$ cat src/design/ybgra_pkg.sv
package ybgra_pkg;

    // Signed working width for all weighted sums (range about -71k..137k)
    localparam int SUM_W = 20;

    typedef logic signed [SUM_W-1:0] t_sum;

    localparam t_sum COEF_Y  = 20'sd298;
    localparam t_sum COEF_RV = 20'sd409;
    localparam t_sum COEF_GU = 20'sd100;
    localparam t_sum COEF_GV = 20'sd208;
    localparam t_sum COEF_BU = 20'sd516;
    localparam t_sum LUMA_OFS   = 20'sd16;
    localparam t_sum CHROMA_OFS = 20'sd128;
    localparam t_sum ROUND_OFS  = 20'sd128;
    localparam logic [7:0] CHAN_MAX = 8'd255;

    localparam int LANES = 4;

    localparam logic [2:0] COUNT_YUY2 = 3'd2;
    localparam logic [2:0] COUNT_NV12 = 3'd4;

    localparam logic FMT_YUY2 = 1'b0;
    localparam logic FMT_NV12 = 1'b1;

    // Pipeline enables shared by all stages
    typedef struct packed {
        logic en_s1;
        logic en_s2;
    } t_pipe_ctrl;

    // Chroma contributions, rounding constant already folded in
    typedef struct packed {
        t_sum red;
        t_sum green;
        t_sum blue;
    } t_chroma_terms;

endpackage

$ cat src/design/ybgra_chroma.sv
module ybgra_chroma (
    input  logic                    i_clk,
    input  ybgra_pkg::t_pipe_ctrl   i_ctrl,
    input  logic [7:0]              i_cb,
    input  logic [7:0]              i_cr,
    output ybgra_pkg::t_chroma_terms o_terms
);
    import ybgra_pkg::*;

    t_sum          w_d;
    t_sum          w_e;
    t_chroma_terms n_terms;
    t_chroma_terms r_terms;

    always_comb begin
        w_d = t_sum'({12'd0, i_cb}) - CHROMA_OFS;
        w_e = t_sum'({12'd0, i_cr}) - CHROMA_OFS;
        n_terms.red   = COEF_RV * w_e + ROUND_OFS;
        n_terms.green = ROUND_OFS - COEF_GU * w_d - COEF_GV * w_e;
        n_terms.blue  = COEF_BU * w_d + ROUND_OFS;
    end

    always_ff @(posedge i_clk) begin
        if (i_ctrl.en_s1) begin
            r_terms <= n_terms;
        end
    end

    assign o_terms = r_terms;

endmodule

$ cat src/design/ybgra_lane.sv
module ybgra_lane (
    input  logic                     i_clk,
    input  ybgra_pkg::t_pipe_ctrl    i_ctrl,
    input  logic [7:0]               i_luma,
    input  ybgra_pkg::t_chroma_terms i_terms,
    output logic [31:0]              o_pixel
);
    import ybgra_pkg::*;

    t_sum       w_c;
    t_sum       n_y_term;
    t_sum       r_y_term;
    t_sum       w_sum_r;
    t_sum       w_sum_g;
    t_sum       w_sum_b;
    logic [7:0] w_r;
    logic [7:0] w_g;
    logic [7:0] w_b;

    function automatic logic [7:0] clamp_chan(input t_sum sum);
        logic [7:0] res;
        if (sum[SUM_W-1]) begin
            res = 8'd0;
        end else if (sum[SUM_W-2:16] != '0) begin
            res = CHAN_MAX;
        end else begin
            res = sum[15:8];
        end
        return res;
    endfunction

    always_comb begin
        w_c      = t_sum'({12'd0, i_luma}) - LUMA_OFS;
        n_y_term = COEF_Y * w_c;
    end

    always_ff @(posedge i_clk) begin
        if (i_ctrl.en_s1) begin
            r_y_term <= n_y_term;
        end
    end

    always_comb begin
        w_sum_r = r_y_term + i_terms.red;
        w_sum_g = r_y_term + i_terms.green;
        w_sum_b = r_y_term + i_terms.blue;
        w_r     = clamp_chan(w_sum_r);
        w_g     = clamp_chan(w_sum_g);
        w_b     = clamp_chan(w_sum_b);
    end

    // alpha stays zero
    assign o_pixel = {8'd0, w_r, w_g, w_b};

endmodule

$ cat src/design/ybgra_merge.sv
module ybgra_merge (
    input  logic                  i_clk,
    input  ybgra_pkg::t_pipe_ctrl i_ctrl,
    input  logic                  i_format,
    input  logic [31:0]           i_pixel [ybgra_pkg::LANES],
    output logic [135:0]          o_tdata
);
    import ybgra_pkg::*;

    logic [135:0] n_data;
    logic [135:0] r_data;

    always_comb begin
        n_data         = '0;
        n_data[31:0]   = i_pixel[0];
        n_data[63:32]  = i_pixel[1];
        if (i_format == FMT_NV12) begin
            n_data[95:64]   = i_pixel[2];
            n_data[127:96]  = i_pixel[3];
            n_data[130:128] = COUNT_NV12;
        end else begin
            n_data[130:128] = COUNT_YUY2;
        end
    end

    always_ff @(posedge i_clk) begin
        if (i_ctrl.en_s2) begin
            r_data <= n_data;
        end
    end

    assign o_tdata = r_data;

endmodule

$ cat src/design/ycbcr_to_bgra_converter.sv
// Channel   Dir  Signals                          Content
// s_axis    in   tvalid/tready/tdata[47:0]        lumas 0..3, Cb, Cr
// m_axis    out  tvalid/tready/tdata[135:0]       pixels 0..3, pixel count
// cfg       in   cfg_we/cfg_data                  pixel format
//
// One beat per clock sustained while the output is not stalled.
// Stage 1 registers the luma products and the shared chroma terms; stage 2
// adds, clamps and registers the merged result in the output register.
// A stalled output holds stage 2, and stage 1 when it is full; input ready follows the free slots.
// Synchronous active-low reset clears the valid bits and the format.
module ycbcr_to_bgra_converter (
    input  logic         i_clk,
    input  logic         i_rst_n,
    input  logic         i_s_axis_tvalid,
    output logic         o_s_axis_tready,
    // luma_0[7:0], luma_1[15:8], luma_2[23:16], luma_3[31:24],
    // chroma_blue[39:32], chroma_red[47:40]
    input  logic [47:0]  i_s_axis_tdata,
    output logic         o_m_axis_tvalid,
    input  logic         i_m_axis_tready,
    // pixel_0[31:0], pixel_1[63:32], pixel_2[95:64], pixel_3[127:96],
    // pixel_count[130:128], zero pad[135:131]
    output logic [135:0] o_m_axis_tdata,
    input  logic         i_cfg_we,
    input  logic         i_cfg_data
);
    import ybgra_pkg::*;

    logic          r_format;
    logic          r_v1;
    logic          r_v2;
    logic          r_fmt1;
    logic          w_accept;
    t_pipe_ctrl    w_ctrl;
    t_chroma_terms w_terms;
    logic [31:0]   w_pixel [LANES];

    always_comb begin
        w_ctrl.en_s2    = !r_v2 || i_m_axis_tready;
        w_ctrl.en_s1    = !r_v1 || w_ctrl.en_s2;
        o_s_axis_tready = w_ctrl.en_s1;
        w_accept        = i_s_axis_tvalid && w_ctrl.en_s1;
    end

    always_ff @(posedge i_clk) begin
        if (!i_rst_n) begin
            r_format <= FMT_YUY2;
            r_v1     <= 1'b0;
            r_v2     <= 1'b0;
        end else begin
            if (i_cfg_we) begin
                r_format <= i_cfg_data;
            end
            if (w_ctrl.en_s1) begin
                r_v1 <= i_s_axis_tvalid;
            end
            if (w_ctrl.en_s2) begin
                r_v2 <= r_v1;
            end
        end
    end

    // format travels with the beat
    always_ff @(posedge i_clk) begin
        if (w_accept) begin
            r_fmt1 <= r_format;
        end
    end

    ybgra_chroma u_chroma (
        .i_clk   (i_clk),
        .i_ctrl  (w_ctrl),
        .i_cb    (i_s_axis_tdata[39:32]),
        .i_cr    (i_s_axis_tdata[47:40]),
        .o_terms (w_terms)
    );

    for (genvar g = 0; g < LANES; g++) begin : g_lane
        ybgra_lane u_lane (
            .i_clk   (i_clk),
            .i_ctrl  (w_ctrl),
            .i_luma  (i_s_axis_tdata[g*8 +: 8]),
            .i_terms (w_terms),
            .o_pixel (w_pixel[g])
        );
    end

    ybgra_merge u_merge (
        .i_clk    (i_clk),
        .i_ctrl   (w_ctrl),
        .i_format (r_fmt1),
        .i_pixel  (w_pixel),
        .o_tdata  (o_m_axis_tdata)
    );

    assign o_m_axis_tvalid = r_v2;

endmodule

$ cat config.mk
export PLATFORM = sky130hd
export DESIGN_NAME = ycbcr_to_bgra_converter
export DESIGN_NICKNAME = d
export VERILOG_FILES = /design/src/design/ybgra_pkg.sv /design/src/design/ybgra_chroma.sv /design/src/design/ybgra_lane.sv /design/src/design/ybgra_merge.sv /design/src/design/ycbcr_to_bgra_converter.sv
export SDC_FILE = /design/constraint.sdc
export NUM_CORES = 1
export LEC_CHECK = 0
export ABC_AREA = 1
export BUFFER_PORTS_ARGS = -buffer_cell sky130_fd_sc_hd__buf_4
export CORE_MARGIN = 5
export CORE_UTILIZATION = 28
export CTS_BUF_LIST = sky130_fd_sc_hd__clkbuf_16
export DETAILED_ROUTE_END_ITERATION = 10
export GPL_TIMING_DRIVEN = 0
export MAX_ROUTING_LAYER = met4
export SYNTH_ARGS = -nofsm -noshare
export SYNTH_HDL_FRONTEND = slang
export SYNTH_HIERARCHICAL = 1
export SYNTH_SLANG_ARGS = --single-unit
$ cat constraint.sdc
create_clock -name i_clk -period 3.66 [get_ports i_clk]
set_clock_uncertainty 0.05 [all_clocks]
set_input_delay 0 -clock i_clk [delete_from_list [all_inputs] [get_ports i_clk]]
set_output_delay 0 -clock i_clk [all_outputs]
set_load 0.01 [all_outputs]
==> impl_metrics.tcl <==
set metrics [dict create \
    holdWs_ns -0.00404 \
    design_area_um2 36400 \
    ant_nets 0 \
    intPower_mw 14.8 \
    post-dp-hpwl_um 78000 \
    reg2reg_from "u_chroma/o_terms[22]" \
    wl_um 91700 \
    drt-vias-per-instance 4.59 \
    post-route-min-period_ns 3.55 \
    grt_pass1_vias 25700 \
    track_usage_pct 15.8 \
    rsz0062_at_grt "yes" \
    cts_sinks 259 \
    initial_core_util_pct 28.3 \
    numCtsBuffers 34 \
    relSlewSlack_pct 54.6 \
    drive_gt1_share_pct 11.3 \
    mappedNetlistArea_um2 30900 \
    antenna_found_initial 6 \
    dieArea_um2 117000 \
    seqPwrFrac_pct 20.3 \
    startpoint "i_s_axis_tdata[45]" \
    crit_path_end_kind "flip-flop" \
    dp_cells 5707 \
    grt_pass1_wl_um 141000 \
    stdcell_count 5822 \
    place_ws_ns -0.630 \
    status "complete, but fails checks" \
    drtPass1Iterations 6 \
    cts-root-buf "clkbuf_16" \
    post_drt_wl_per_cell_um 15.8 \
    crit_type "input port to flip-flop" \
    die_y_um 342 \
    crit_path_max_fanout 6 \
    ios 192 \
    synth.avg_cell_area_um2 7.71 \
    gr-total-overflow 0 \
    area_growth_pct 17.8 \
    holdPathEnd "g_lane[3].u_lane/r_y_term[4]" \
    fin_crit_sh_pct 96.9 \
    rows 121 \
    clockBufferDepth 3 \
    dr_total_vias 26700 \
    first_iter_violations 1483 \
    cts.clk_slew.worst_paths_ns 0.06 \
    leakage_nw 19.4 \
    synth_warnings 6 \
    hold_depth 2 \
    final_util_pct 33.3 \
    drc_errors 0 \
    violations "hold timing" \
    place.gp.congestion 0.956 \
    grt_max_degree 83 \
    setup_viol 0 \
    slew_violations 0 \
    clkPwrFrac_pct 10.0 \
    die_w_um 342 \
    pwr_density_cell_nw_per_um2 856 \
    worst_slack_ns 0.113 \
    dpl_cell_area_um2 34500 \
    r2r_cells 13 \
    tightest_slew_ns 0.681 \
    core_um2 109000 \
    hp-class "input port to flip-flop" \
    clk_latency_ns 0.54 \
    r2r_slack_ns 0.76 \
    vdd_drop_max_mv 0.329 \
    p_switching_mw 16.3 \
    layout.nets 4996 \
    r2r-end "u_merge/o_tdata[15]" \
    switching_share_pct 52.5 \
    max_freq_ghz 0.282 \
    finalHoldViolations 1 \
    arrival_ns 3.79 \
    postSynthCellCount 4009 \
    hold_start "i_s_axis_tdata[27]" \
    crit_path_start_kind "input port" \
    combPwrFrac_pct 69.7 \
    h-tree-depth 2 \
    io_buffer_count 185 \
    cp.required_ns 3.91 \
    drv_cap 0 \
    cts_tree "done" \
]
-- placed cells by master, fill, tap and decap left out, drive strengths merged, types with 85 or more instances in the layout --
cell,count
ha,549
xnor2,85
nand2,1092
nor2,249
nand3,188
a21oi,379
edfxtp,256
buf,243
inv,686
xor2,93
-- area by class of cell --
type / count / area (µm²)
Multi-Input combinational cell: 3055 / 20800
Clock buffer: 35 / 876
Sequential cell: 259 / 7750
Fill cell: 11400 / 72800
Inverter: 680 / 2560
Timing Repair Buffer: 241 / 1990
Buffer: 49 / 384
Clock inverter: 23 / 151
Antenna cell: 4 / 10.0
Tap cell: 1476 / 1850
-- how the worst max path moves through the flow --
stage / cells after the start / slack [ns] / end
finish: 21 / 0.11 / u_chroma/o_terms[38]
global route: 22 / -0.08 / u_chroma/o_terms[38]
CTS: 21 / 0.006 / u_chroma/o_terms[38]
detailed placement: 18 / -0.63 / u_chroma/o_terms[38]
global placement: 18 / -0.66 / u_chroma/o_terms[38]
floorplan: 21 / -0.07 / g_lane[0].u_lane/r_y_term[16]
-- critical path, stage by stage --
cell	delay, ns
buf_4	0.15
ha_1	0.21
inv_1	0.06
fa_1	0.44
fa_1	0.52
inv_1	0.06
ha_4	0.28
nand2_1	0.08
nor2_1	0.09
o21ai_0	0.12
o211ai_1	0.18
xor2_1	0.32
ha_4	0.27
ha_4	0.28
nand2_1	0.08
inv_1	0.06
nand3_1	0.11
nor2_2	0.16
nand4_1	0.13
nand4_1	0.11
nand2_1	0.06
-- timing repair --
| item | in CTS | in global routing |
|---|---|---|
| cloned | 0 | 0 |
| hold buffers | 47 | 0 |
| pin swaps | 1 | 29 |
| buffers inserted | 0 | 8 |
| resized for setup | 4 | 50 |
| endpoints found under the hold margin | 49 | 0 |
| endpoints found under the setup margin | 2 | 24 |
-- stage by stage --
step           TNS [ns]  power (mW)
6_report              0        31.1
5_1_grt          -0.109        34.2
4_1_cts               0        30.9
3_5_place_dp     -18.87        27.4
3_3_place_gp     -68.87        27.4
2_1_floorplan   -0.0739        21.2
-- power groups by stage --
stage	Combinational, mW	Sequential [mW]	Clock, mW
after floorplan	15.6	5.58	0
after global placement	21.0	6.38	0
after detailed placement	21.1	6.37	0
after CTS	21.3	6.33	3.24
after global routing	24.5	6.37	3.36
final	21.7	6.33	3.12
-- metal layers --
metal / global-route usage, % / up-vias / wire length [µm]
li1: - / 13800 / -
met1: 20.3 / 12100 / 41900
met2: 25.4 / 635 / 41100
met3: 1.93 / 188 / 4620
met4: 6.03 / 0 / 4070
met5: - / - / 0
-- state kept, by name, summed over array words and instances, names as in the netlist --
name / count
g_lane.u_lane/r_y_term: 72
o_m_axis_tvalid: 1
r_fmt1: 1
r_format: 1
r_v1: 1
u_chroma/o_terms: 53
u_merge/o_tdata: 130
Power figures use the tool's default switching activity.
